**src/rtl/core/necd_pkg.sv**
```systemverilog
package necd_pkg;

    localparam int DURATION_WIDTH_DEF = 16;
    localparam int DUR_FIELD_W        = 16;
    localparam int TOL_W              = 7;
    localparam int PROD_W             = DUR_FIELD_W + TOL_W;   // expected * percent
    localparam int TOLV_W             = DUR_FIELD_W + 1;       // truncated tolerance
    localparam int WIN_HI_W           = DUR_FIELD_W + 2;       // expected + tolerance

    localparam logic [6:0] FRAME_PULSES = 7'd67;

    localparam logic [15:0]     HEADER_MARK_DEF  = 16'd9000;
    localparam logic [15:0]     HEADER_SPACE_DEF = 16'd4500;
    localparam logic [15:0]     BIT_MARK_DEF     = 16'd562;
    localparam logic [15:0]     ZERO_SPACE_DEF   = 16'd562;
    localparam logic [15:0]     ONE_SPACE_DEF    = 16'd1687;
    localparam logic [TOL_W-1:0] TOLERANCE_DEF   = 7'd30;

    typedef struct packed {
        logic [15:0]      header_mark;
        logic [15:0]      header_space;
        logic [15:0]      bit_mark;
        logic [15:0]      zero_space;
        logic [15:0]      one_space;
        logic [TOL_W-1:0] tolerance;
    } t_cfg;

    typedef struct packed {
        logic [DUR_FIELD_W-1:0] lo;
        logic [WIN_HI_W-1:0]    hi;
    } t_win;

    typedef struct packed {
        t_win header_mark;
        t_win header_space;
        t_win bit_mark;
        t_win zero_space;
        t_win one_space;
    } t_win_set;

    function automatic logic f_in_win(input logic [WIN_HI_W-1:0] dur, input t_win w);
        logic ge_lo;
        logic le_hi;
        ge_lo = dur >= {2'b00, w.lo};
        le_hi = dur <= w.hi;
        return ge_lo && le_hi;
    endfunction

endpackage

```
**src/rtl/core/necd_win_calc.sv**
```systemverilog
module necd_win_calc (
    input  logic                 i_clk,
    input  logic                 i_rst_n,
    input  logic                 i_start,
    input  necd_pkg::t_cfg       i_cfg,
    output logic                 o_busy,
    output necd_pkg::t_win_set   o_win
);

    localparam logic [2:0] WIN_HDR_MARK   = 3'd0;
    localparam logic [2:0] WIN_HDR_SPACE  = 3'd1;
    localparam logic [2:0] WIN_BIT_MARK   = 3'd2;
    localparam logic [2:0] WIN_ZERO_SPACE = 3'd3;
    localparam logic [2:0] WIN_ONE_SPACE  = 3'd4;

    // floor(x / 100) == (x * RECIP_100) >> RECIP_SHIFT for every x below 2**23.
    localparam int           RECIP_W     = 25;
    localparam int           RECIP_SHIFT = 31;
    localparam int           MUL_W       = necd_pkg::PROD_W + RECIP_W;
    localparam logic [RECIP_W-1:0] RECIP_100 = 25'd21474837;

    logic                              r_iss_on;
    logic [2:0]                        r_iss_idx;
    logic                              r_p1_vld;
    logic [2:0]                        r_p1_idx;
    logic [necd_pkg::DUR_FIELD_W-1:0]  r_p1_exp;
    logic [necd_pkg::PROD_W-1:0]       r_prod;
    logic                              r_p2_vld;
    logic [2:0]                        r_p2_idx;
    logic [necd_pkg::DUR_FIELD_W-1:0]  r_p2_exp;
    logic [necd_pkg::TOLV_W-1:0]       r_tol;
    necd_pkg::t_win_set                r_win;

    logic [necd_pkg::DUR_FIELD_W-1:0]  exp_sel;
    logic [MUL_W-1:0]                  quot_full;
    necd_pkg::t_win                    n_win;

    always_comb begin
        case (r_iss_idx)
            WIN_HDR_MARK:   exp_sel = i_cfg.header_mark;
            WIN_HDR_SPACE:  exp_sel = i_cfg.header_space;
            WIN_BIT_MARK:   exp_sel = i_cfg.bit_mark;
            WIN_ZERO_SPACE: exp_sel = i_cfg.zero_space;
            WIN_ONE_SPACE:  exp_sel = i_cfg.one_space;
            default:        exp_sel = '0;
        endcase
    end

    assign quot_full = {{(MUL_W-necd_pkg::PROD_W){1'b0}}, r_prod}
                     * {{(MUL_W-RECIP_W){1'b0}}, RECIP_100};

    always_comb begin
        // The lower bound stops at zero when the tolerance exceeds the expected value.
        if (r_tol > {1'b0, r_p2_exp}) begin
            n_win.lo = '0;
        end else begin
            n_win.lo = r_p2_exp - r_tol[necd_pkg::DUR_FIELD_W-1:0];
        end
        n_win.hi = {2'b00, r_p2_exp} + {1'b0, r_tol};
    end

    always_ff @(posedge i_clk) begin
        if (!i_rst_n) begin
            r_iss_on  <= 1'b1;
            r_iss_idx <= WIN_HDR_MARK;
            r_p1_vld  <= 1'b0;
            r_p2_vld  <= 1'b0;
        end else begin
            if (i_start) begin
                r_iss_on  <= 1'b1;
                r_iss_idx <= WIN_HDR_MARK;
            end else if (r_iss_on) begin
                r_iss_on  <= (r_iss_idx != WIN_ONE_SPACE);
                r_iss_idx <= r_iss_idx + 3'd1;
            end
            r_p1_vld <= r_iss_on && !i_start;
            r_p2_vld <= r_p1_vld;
        end
    end

    always_ff @(posedge i_clk) begin
        r_p1_idx <= r_iss_idx;
        r_p1_exp <= exp_sel;
        r_prod   <= {{necd_pkg::TOL_W{1'b0}}, exp_sel}
                  * {{necd_pkg::DUR_FIELD_W{1'b0}}, i_cfg.tolerance};
        r_p2_idx <= r_p1_idx;
        r_p2_exp <= r_p1_exp;
        r_tol    <= quot_full[RECIP_SHIFT +: necd_pkg::TOLV_W];
        if (r_p2_vld) begin
            case (r_p2_idx)
                WIN_HDR_MARK:   r_win.header_mark  <= n_win;
                WIN_HDR_SPACE:  r_win.header_space <= n_win;
                WIN_BIT_MARK:   r_win.bit_mark     <= n_win;
                WIN_ZERO_SPACE: r_win.zero_space   <= n_win;
                WIN_ONE_SPACE:  r_win.one_space    <= n_win;
                default:        r_win              <= r_win;
            endcase
        end
    end

    assign o_busy = r_iss_on || r_p1_vld || r_p2_vld;
    assign o_win  = r_win;

    a_p2_follows_p1: assert property (@(posedge i_clk) disable iff (!i_rst_n)
        r_p2_vld |-> $past(r_p1_vld))
        else $error("window stage 2 valid without stage 1");

    a_issue_in_range: assert property (@(posedge i_clk) disable iff (!i_rst_n)
        r_iss_on |-> (r_iss_idx <= WIN_ONE_SPACE))
        else $error("window issue index out of range");

    a_start_busy: assert property (@(posedge i_clk) disable iff (!i_rst_n)
        i_start |=> o_busy)
        else $error("window recompute did not start");

endmodule

```
**src/rtl/core/nec_ir_frame_decoder_top.sv**
```systemverilog
// A pulse beat accepted into the input register moves on to the result register when it fires,
// so a frame result is presented from the result register once its last pulse has fired.
// Throughput: one pulse per cycle outside a window recompute; only a last pulse waits while
// an earlier result is unclaimed. Reset and every register write start a window recompute
// through one shared multiplier pipeline, during which pulses and register writes are held off.
// Reset is synchronous and active low and restores the default timing registers.
module nec_ir_frame_decoder_top #(
    parameter int DURATION_WIDTH = necd_pkg::DURATION_WIDTH_DEF
) (
    input  logic        i_clk,
    input  logic        i_rst_n,
    // Pulse stream.
    input  logic        i_s_axis_tvalid,
    output logic        o_s_axis_tready,
    input  logic [15:0] i_s_axis_tdata,   // [15:0] pulse_duration
    input  logic        i_s_axis_tuser,   // [0] pulse_level
    input  logic        i_s_axis_tlast,   // last_pulse
    // Frame results.
    output logic        o_m_axis_tvalid,
    input  logic        i_m_axis_tready,
    output logic [15:0] o_m_axis_tdata,   // [7:0] address, [15:8] command
    output logic        o_m_axis_tuser,   // [0] status
    // Register writes.
    input  logic        i_cfg_valid,
    output logic        o_cfg_ready,
    input  logic [2:0]  i_cfg_index,
    input  logic [15:0] i_cfg_data
);

    localparam int DUR_W = (DURATION_WIDTH < necd_pkg::DUR_FIELD_W)
                         ? DURATION_WIDTH : necd_pkg::DUR_FIELD_W;

    localparam logic [2:0] REG_HEADER_MARK  = 3'd0;
    localparam logic [2:0] REG_HEADER_SPACE = 3'd1;
    localparam logic [2:0] REG_BIT_MARK     = 3'd2;
    localparam logic [2:0] REG_ZERO_SPACE   = 3'd3;
    localparam logic [2:0] REG_ONE_SPACE    = 3'd4;
    localparam logic [2:0] REG_TOLERANCE    = 3'd5;

    necd_pkg::t_cfg      r_cfg;
    necd_pkg::t_win_set  win;
    logic                win_busy;
    logic                cfg_fire;

    logic                r_a_vld;
    logic [DUR_W-1:0]    r_a_dur;
    logic                r_a_level;
    logic                r_a_last;

    logic [6:0]          r_pos;
    logic [31:0]         r_bits;
    logic                r_failed;

    logic                r_out_vld;
    logic                r_out_status;
    logic [7:0]          r_out_addr;
    logic [7:0]          r_out_cmd;

    logic                adv;
    logic                fire;
    logic [necd_pkg::WIN_HI_W-1:0] dur_ext;
    logic                in_frame;
    logic                ok;
    logic                set_bit;
    logic [6:0]          pos_m3;
    logic [4:0]          bit_idx;
    logic [6:0]          n_pos;
    logic [31:0]         n_bits;
    logic                n_failed;
    logic                good;

    assign cfg_fire    = i_cfg_valid && o_cfg_ready;
    assign o_cfg_ready = !win_busy;

    always_ff @(posedge i_clk) begin
        if (!i_rst_n) begin
            r_cfg.header_mark  <= necd_pkg::HEADER_MARK_DEF;
            r_cfg.header_space <= necd_pkg::HEADER_SPACE_DEF;
            r_cfg.bit_mark     <= necd_pkg::BIT_MARK_DEF;
            r_cfg.zero_space   <= necd_pkg::ZERO_SPACE_DEF;
            r_cfg.one_space    <= necd_pkg::ONE_SPACE_DEF;
            r_cfg.tolerance    <= necd_pkg::TOLERANCE_DEF;
        end else if (cfg_fire) begin
            case (i_cfg_index)
                REG_HEADER_MARK:  r_cfg.header_mark  <= i_cfg_data;
                REG_HEADER_SPACE: r_cfg.header_space <= i_cfg_data;
                REG_BIT_MARK:     r_cfg.bit_mark     <= i_cfg_data;
                REG_ZERO_SPACE:   r_cfg.zero_space   <= i_cfg_data;
                REG_ONE_SPACE:    r_cfg.one_space    <= i_cfg_data;
                REG_TOLERANCE:    r_cfg.tolerance    <= i_cfg_data[necd_pkg::TOL_W-1:0];
                default:          r_cfg              <= r_cfg;
            endcase
        end
    end

    necd_win_calc u_win_calc (
        .i_clk   (i_clk),
        .i_rst_n (i_rst_n),
        .i_start (cfg_fire),
        .i_cfg   (r_cfg),
        .o_busy  (win_busy),
        .o_win   (win)
    );

    // Only a last pulse needs the result register; other pulses move on while it is full.
    assign adv             = !r_out_vld || i_m_axis_tready;
    assign fire            = r_a_vld && (adv || !r_a_last);
    assign o_s_axis_tready = !win_busy && (!r_a_vld || fire);

    always_ff @(posedge i_clk) begin
        if (!i_rst_n) begin
            r_a_vld <= 1'b0;
        end else if (o_s_axis_tready) begin
            r_a_vld <= i_s_axis_tvalid;
        end else if (fire) begin
            r_a_vld <= 1'b0;
        end
    end

    always_ff @(posedge i_clk) begin
        if (i_s_axis_tvalid && o_s_axis_tready) begin
            r_a_dur   <= i_s_axis_tdata[DUR_W-1:0];
            r_a_level <= i_s_axis_tuser;
            r_a_last  <= i_s_axis_tlast;
        end
    end

    assign dur_ext  = {{(necd_pkg::WIN_HI_W-DUR_W){1'b0}}, r_a_dur};
    assign in_frame = r_pos < necd_pkg::FRAME_PULSES;
    assign pos_m3   = r_pos - 7'd3;
    assign bit_idx  = pos_m3[5:1];

    always_comb begin
        set_bit = 1'b0;
        if (r_pos == 7'd0) begin
            ok = r_a_level && necd_pkg::f_in_win(dur_ext, win.header_mark);
        end else if (r_pos == 7'd1) begin
            ok = !r_a_level && necd_pkg::f_in_win(dur_ext, win.header_space);
        end else if (!r_pos[0]) begin
            ok = r_a_level && necd_pkg::f_in_win(dur_ext, win.bit_mark);
        end else begin
            // A space that fits the one window counts as a one even if it also fits zero.
            set_bit = !r_a_level && necd_pkg::f_in_win(dur_ext, win.one_space);
            ok      = !r_a_level && (set_bit || necd_pkg::f_in_win(dur_ext, win.zero_space));
        end
    end

    assign n_pos    = in_frame ? r_pos + 7'd1 : r_pos;
    assign n_bits   = (in_frame && set_bit) ? (r_bits | (32'd1 << bit_idx)) : r_bits;
    assign n_failed = r_failed || (in_frame && !ok);
    assign good     = (n_pos >= necd_pkg::FRAME_PULSES) && !n_failed
                   && (n_bits[7:0] == ~n_bits[15:8]) && (n_bits[23:16] == ~n_bits[31:24]);

    always_ff @(posedge i_clk) begin
        if (!i_rst_n) begin
            r_pos    <= '0;
            r_bits   <= '0;
            r_failed <= 1'b0;
        end else if (fire) begin
            if (r_a_last) begin
                r_pos    <= '0;
                r_bits   <= '0;
                r_failed <= 1'b0;
            end else begin
                r_pos    <= n_pos;
                r_bits   <= n_bits;
                r_failed <= n_failed;
            end
        end
    end

    always_ff @(posedge i_clk) begin
        if (!i_rst_n) begin
            r_out_vld <= 1'b0;
        end else if (adv) begin
            r_out_vld <= fire && r_a_last;
        end
    end

    always_ff @(posedge i_clk) begin
        if (fire && r_a_last) begin
            r_out_status <= !good;
            r_out_addr   <= good ? n_bits[7:0]   : 8'd0;
            r_out_cmd    <= good ? n_bits[23:16] : 8'd0;
        end
    end

    assign o_m_axis_tvalid = r_out_vld;
    assign o_m_axis_tdata  = {r_out_cmd, r_out_addr};
    assign o_m_axis_tuser  = r_out_status;

    a_busy_blocks_input: assert property (@(posedge i_clk) disable iff (!i_rst_n)
        win_busy |-> !o_s_axis_tready)
        else $error("pulse accepted during window recompute");

    a_fail_zero_payload: assert property (@(posedge i_clk) disable iff (!i_rst_n)
        (o_m_axis_tvalid && o_m_axis_tuser) |-> (o_m_axis_tdata == 16'd0))
        else $error("failed frame carries nonzero address or command");

    a_pos_saturates: assert property (@(posedge i_clk) disable iff (!i_rst_n)
        r_pos <= necd_pkg::FRAME_PULSES)
        else $error("pulse position beyond frame length");

    a_last_clears: assert property (@(posedge i_clk) disable iff (!i_rst_n)
        (fire && r_a_last) |=> (r_pos == 7'd0 && r_bits == 32'd0 && !r_failed))
        else $error("frame state not cleared after last pulse");

endmodule

```
**config.mk**
```make
export PLATFORM = sky130hd
export DESIGN_NAME = nec_ir_frame_decoder_top
export DESIGN_NICKNAME = d
export VERILOG_FILES = /design/src/rtl/core/necd_pkg.sv /design/src/rtl/core/necd_win_calc.sv /design/src/rtl/core/nec_ir_frame_decoder_top.sv
export SDC_FILE = /design/constraint.sdc
export NUM_CORES = 2
export LEC_CHECK = 0
export BUFFER_PORTS_ARGS = -buffer_cell sky130_fd_sc_hd__buf_4
export CAP_MARGIN = 20
export CORE_UTILIZATION = 50
export CTS_CLUSTER_SIZE = 30
export DETAILED_ROUTE_END_ITERATION = 7
export GPL_TIMING_DRIVEN = 1
export PLACE_DENSITY_LB_ADDON = 0.08
export SETUP_SLACK_MARGIN = 0.15
export SLEW_MARGIN = 20
export SYNTH_ARGS = -nofsm -noshare
export SYNTH_HDL_FRONTEND = slang
export SYNTH_SLANG_ARGS = --single-unit
export TNS_END_PERCENT = 100
```
**constraint.sdc**
```tcl
create_clock -name i_clk -period 13.85 [get_ports i_clk]
set_input_delay 1.385 -clock i_clk [delete_from_list [all_inputs] [get_ports i_clk]]
set_output_delay 1.385 -clock i_clk [all_outputs]
set_load 0.005 [all_outputs]
```
After elaboration in Yosys (flattened, before gate mapping)
Index checks and enable logic that the tools add are counted.
Widths: inputs -> output; s select.
- output and inout bits: 20
- register bits after elaboration: 418
- bits of input ports: 42
- bitwise gates (word level): 4
- magnitude comparators: 13
- shift operators: 1
- add/sub/neg operators: 5
- reductions and logical operators: 54
- multipliers: 2
- equal/unequal tests: 17
- multiplexer cells: 16
- operators by type and width (operator ; count):
    $le 16x18->1 ; 5
    $ge 16x16->1 ; 5
    $pmux 16 s5 ; 1
    $mux 32 ; 2
    $mul 23x25->48 const B ; 1
    $or 32x32->32 ; 1
    $shl 1x5->32 const A ; 1
    $mul 16x7->23 ; 1
    $reduce_and 2->1 ; 11
    $logic_and 1x1->1 ; 21
    $add 16x17->18 ; 1
    $eq 3x2->1 const B ; 6
    $gt 17x16->1 ; 1
    $eq 8x8->1 ; 2
    $mux 16 ; 1
    $not 8->8 ; 2
    $sub 16x16->16 ; 1
    $mux 7 ; 2
    $eq 3x3->1 const B ; 4
    $mux 1 ; 10
    $eq 3x1->1 const B ; 3
    $logic_not 1->1 ; 9
    $logic_not 3->1 ; 3
    $add 7x1->7 const B ; 1
    other kinds (11) ; 17

Longest topological paths before layout
- depth after elaboration: 16
- mapped depth: 27
- depth with buffers taken out: 25

Cells and area by module
Synthesis repeated with hierarchy kept, for this count alone.
- cells, all modules: 3271
- area, all modules: 32839.0 um^2
- modules (own cells, without submodules) (module ; instances ; sequential area each (um^2) ; cells an instance ; area an instance (um^2)):
    necd_win_calc ; 1 ; 6786.5 ; 1898 ; 21556.9
    nec_ir_frame_decoder_top ; 1 ; 3633.5 ; 1373 ; 11282.1

Least setup slack after synthesis
No wires, ideal clock.
- kind: register -> register
- start: register u_win_calc.r_prod[3] in the netlist's numbering
- end: register u_win_calc.r_tol[16] in the netlist's numbering
- path buffers: 0
- arrival: 6.469 ns
- clock period less this slack: 6.590 ns
- data required time: 13.729 ns
- stages on the path, launching flop included: 24
- path slack: 7.260 ns
- setup time: 0.121 ns
- cells stage by stage: dfxtp_1 > fa_1 > fa_1 > inv_1 > fa_1 > inv_1 > fa_1 > fa_1 > fa_1 > inv_1 > fa_1 > inv_1 > ha_1 > nand3_1 > or3_1 > nor4_1 > o2bb2ai_1 > o211ai_1 > a311oi_1 > o21a_1 > o21a_1 > nor4_1 > o21ba_2 > xnor2_1
- longest elaborated chain between the ends: 1
- RTL lines (item ; line ; text):
    start, declared ; necd_win_calc.sv:27 ; logic [necd_pkg::PROD_W-1:0] r_prod;
    start signal, assigned ; necd_win_calc.sv:84 ; r_prod <= {{necd_pkg::TOL_W{1'b0}}, exp_sel}
    $mul 23x25->48 ; necd_win_calc.sv:50 ; * {{(MUL_W-RECIP_W){1'b0}}, RECIP_100};
    via u_win_calc.quot_full[47] ; necd_win_calc.sv:35 ; logic [MUL_W-1:0] quot_full;
    end signal, assigned ; necd_win_calc.sv:88 ; r_tol <= quot_full[RECIP_SHIFT +: necd_pkg::TOLV_W];
    end, declared ; necd_win_calc.sv:31 ; logic [necd_pkg::TOLV_W-1:0] r_tol;
The timed path passes the listed nets, and every way through them passes these cells.
A chain may end at the register's enable or synchronous reset.

Final worst setup path
Ends and elaborated chain as after synthesis.

==> metrics.yaml <==
status: "completed"
root_buffer: "clkbuf_16"
clkTransAtPathRegs_ns: 0.06
max_cap_viol_count: 0
io_pins: 62
htree_levels: 2
fin_crit_sh_pct: 51.6
rsz0062_at_grt: "no"
area_delta_synth_final_pct: 9.37
netlist_area_um2: 32600
cts_resized: 0
vias_per_cell: 5.38
slew_headroom_pct: 25.9
fin_nets: 4094
dr.pass1.iters: 5
cts_buffer_depth: 3
postCtsHoldBufs: 0
synth_top_area_cell: "ha_1"
hold_violations: 0
ys.flop_type: "dfxtp_1"
grt.overflow.total: 0
yosys_warnings: 0
initial_core_util_pct: 50.6
crit_fanout: 9
multi_input_area_um2: 19600
io_buffer_count: 61
yosysSeqAreaShare_pct: 32.0
synth_nets: 4039
ant_nets: 0
die_h_um: 257
cts_tree: "done"
die_x_um: 257
start_kind: "register"
layout-drive-gt1-share_pct: 6.22
fin_util_pct: 55.3
syn_inst: 3234
cts_made_buffers: 48
drtIter0Drc: 1371
wire_per_inst_um: 19.1
place.gp.congestion: 0.926
synth_seq_cells: 418
insertion_delay_ns: 0.61
totalWireLength_mm: 79.8
gr-usage-all-layers_pct: 24.4
core_region_area_um2: 64500
clkSinkCount: 418
avgSynthCellArea_um2: 10.1
synth_top_area_share_pct: 19.2
regArea_um2: 10400
finalSetupViolations: 0
cp.required_ns: 14.33
worstMarginPinSlew_ns: 1.10
grt_pass1_vias: 23200
cp-end-kind: "register"
fin_worst_skew_ns: 0.0253
grt_pass1_wl_mm: 127
synthArstFlopShare_pct: 0
maxSlewViolCount: 0
hold_path.class: "reg2reg"
fillers: 5752
clock.fmax_ghz: 0.140
setup_tns_ns: 0
grt_max_degree: 102
hpwl_mm: 62.1
crit_type: "reg2reg"
drcViolationCount: 0
rows: 93
synth_edf_count: 205
ys_types: 86
antenna_found_initial: 3
cp.arrival_ns: 7.63
period_needed_ns: 7.15
synthTopCellsByArea: "ha_1 19%, edfxtp_1 19%, fa_1 16%"
vias: 22500
dieArea_um2: 66200
cts_setup_buffers: 0
critical path: stages (launching register included):
cell and delay, ns:
dfxtp_1 0.57, fa_1 0.56, fa_1 0.53, inv_1 0.05, fa_1 0.47, inv_1 0.05, fa_1 0.51, fa_1 0.44
fa_1 0.55, inv_1 0.06, fa_1 0.52, inv_1 0.04, ha_1 0.29, nand3_1 0.11, or3_1 0.36, nor4_1 0.26
o2bb2ai_1 0.24, o211ai_1 0.22, a311oi_1 0.41, o21a_1 0.19, o21a_1 0.18, nor4_1 0.08, o21ba_2 0.22, xnor2_1 0.12
synth_stat cells (4+ instances only):
master and instances:
o21ai_0 62, o211ai_1 12, a221oi_1 6, o21a_1 13, a41oi_1 5, fa_1 264, o22ai_1 6, nor2_1 116
a21o_1 71, a21oi_1 136, xnor2_1 45, o2111ai_1 4, nand2_1 287, a22o_1 5, dfxtp_1 213, nand2b_1 18
and3_1 19, nor2b_1 33, mux2i_1 8, buf_2 6, a21boi_0 56, a222oi_1 5, a22oi_1 32, a311oi_1 6
and2_1 93, nor3_1 38, nor4_2 10, o31ai_1 10, a2111oi_0 6, nor4_1 14, nand3_1 63, o21ai_1 5
nand4_1 42, xor2_1 22, nor3b_1 7, or3_1 11, ha_1 499, inv_1 596, a31oi_1 22, a211oi_1 14
edfxtp_1 205, o21bai_1 12, clkbuf_1 69, or2_2 7
sequential cells by signal, indices dropped and copies added (netlist names), 8 cells and up:
register / cells
u_win_calc.r_p1_exp: 16
u_win_calc.r_prod: 23
r_out_addr: 8
r_out_cmd: 8
u_win_calc.r_tol: 17
u_win_calc.r_p2_exp: 16
u_win_calc.o_win: 170
r_bits: 32
r_cfg: 87
r_a_dur: 16
kinds of logic (layout without fill, tap and decap cells):
family | after synthesis | count (layout) | synth area share [%]
compound gates | 516 | 516 | 10.6
xor+xnor | 69 | 69 | 1.93
fa+ha+maj | 763 | 763 | 35.4
buf+inv | 678 | 773 | 7.97
flops | 418 | 418 | 32.0
mux | 10 | 10 | 0.315
other cells | 0 | 1 | 0
simple gates | 780 | 780 | 11.9
metal layers:
layer  vias up  global-route usage, %  part of all wire, %
met4         0                   7.48                  2.9
li1      10900                      -                    -
met5         -                      0                    0
met1     11000                   31.7                   43
met3       111                   2.65                  4.4
met2       476                   42.7                   49
layout make-up:
| cell class | count | area share (%) |
|---|---|---|
| Multi-Input combinational cell | 2138 | 55.0 |
| Sequential cell | 418 | 29.2 |
| Inverter | 596 | 6.28 |
| Clock buffer | 71 | 4.04 |
| Tap cell | 855 | 3.00 |
| Timing Repair Buffer | 87 | 1.83 |
| Clock inverter | 19 | 0.586 |
| Antenna cell | 1 | 0.00702 |
path summary, 6_finish.rpt:
path | startpoint | endpoint | slack [ns] | cells past startpoint
max | u_win_calc.r_prod[3] | u_win_calc.r_tol[16] | 6.70 | 23
min | u_win_calc.r_p1_idx[0] | u_win_calc.r_p2_idx[0] | 0.33 | 0
max reg2reg | u_win_calc.r_prod[3] | u_win_calc.r_tol[16] | 6.70 | 23
min reg2reg | u_win_calc.r_p1_idx[0] | u_win_calc.r_p2_idx[0] | 0.33 | 0
stage by stage:
stage          hold slack [ns]  instances  setup slack, ns  instance area [um2]
3_5_place_dp             0.312       4094             6.66                34000
5_1_grt                  0.334       4184             6.28                35600
4_1_cts                  0.326       4184             6.65                35600
6_report                 0.325       4185             6.70                35600
2_1_floorplan            0.310       3234             7.26                32600
3_3_place_gp             0.312       4094             6.73                34000
layout by cell type (no fill, tap or decap), drive strengths merged, types with 10 or more instances in the layout:
cell	netlist	layout
o31ai	10	10
edfxtp	205	205
nor3	39	39
nor4	24	24
a31oi	22	22
nor2	117	117
nand2b	18	18
dfxtp	213	213
a211oi	14	14
a21o	71	71
or3	11	11
a22oi	32	32
nor2b	34	34
nand3	63	63
nand4	42	42
inv	596	600
o21bai	12	12
o21a	13	13
fa	264	264
a21oi	137	137
and2	95	95
and3	19	19
o211ai	12	12
clkbuf	69	71
ha	499	499
o21ai	68	68
clkinv	0	12
nand2	288	288
buf	13	87
a21boi	56	56
xnor2	46	46
xor2	23	23
Power is not shown: default switching activity piles up to over one toggle a cycle in this logic, so the estimate is an artifact.
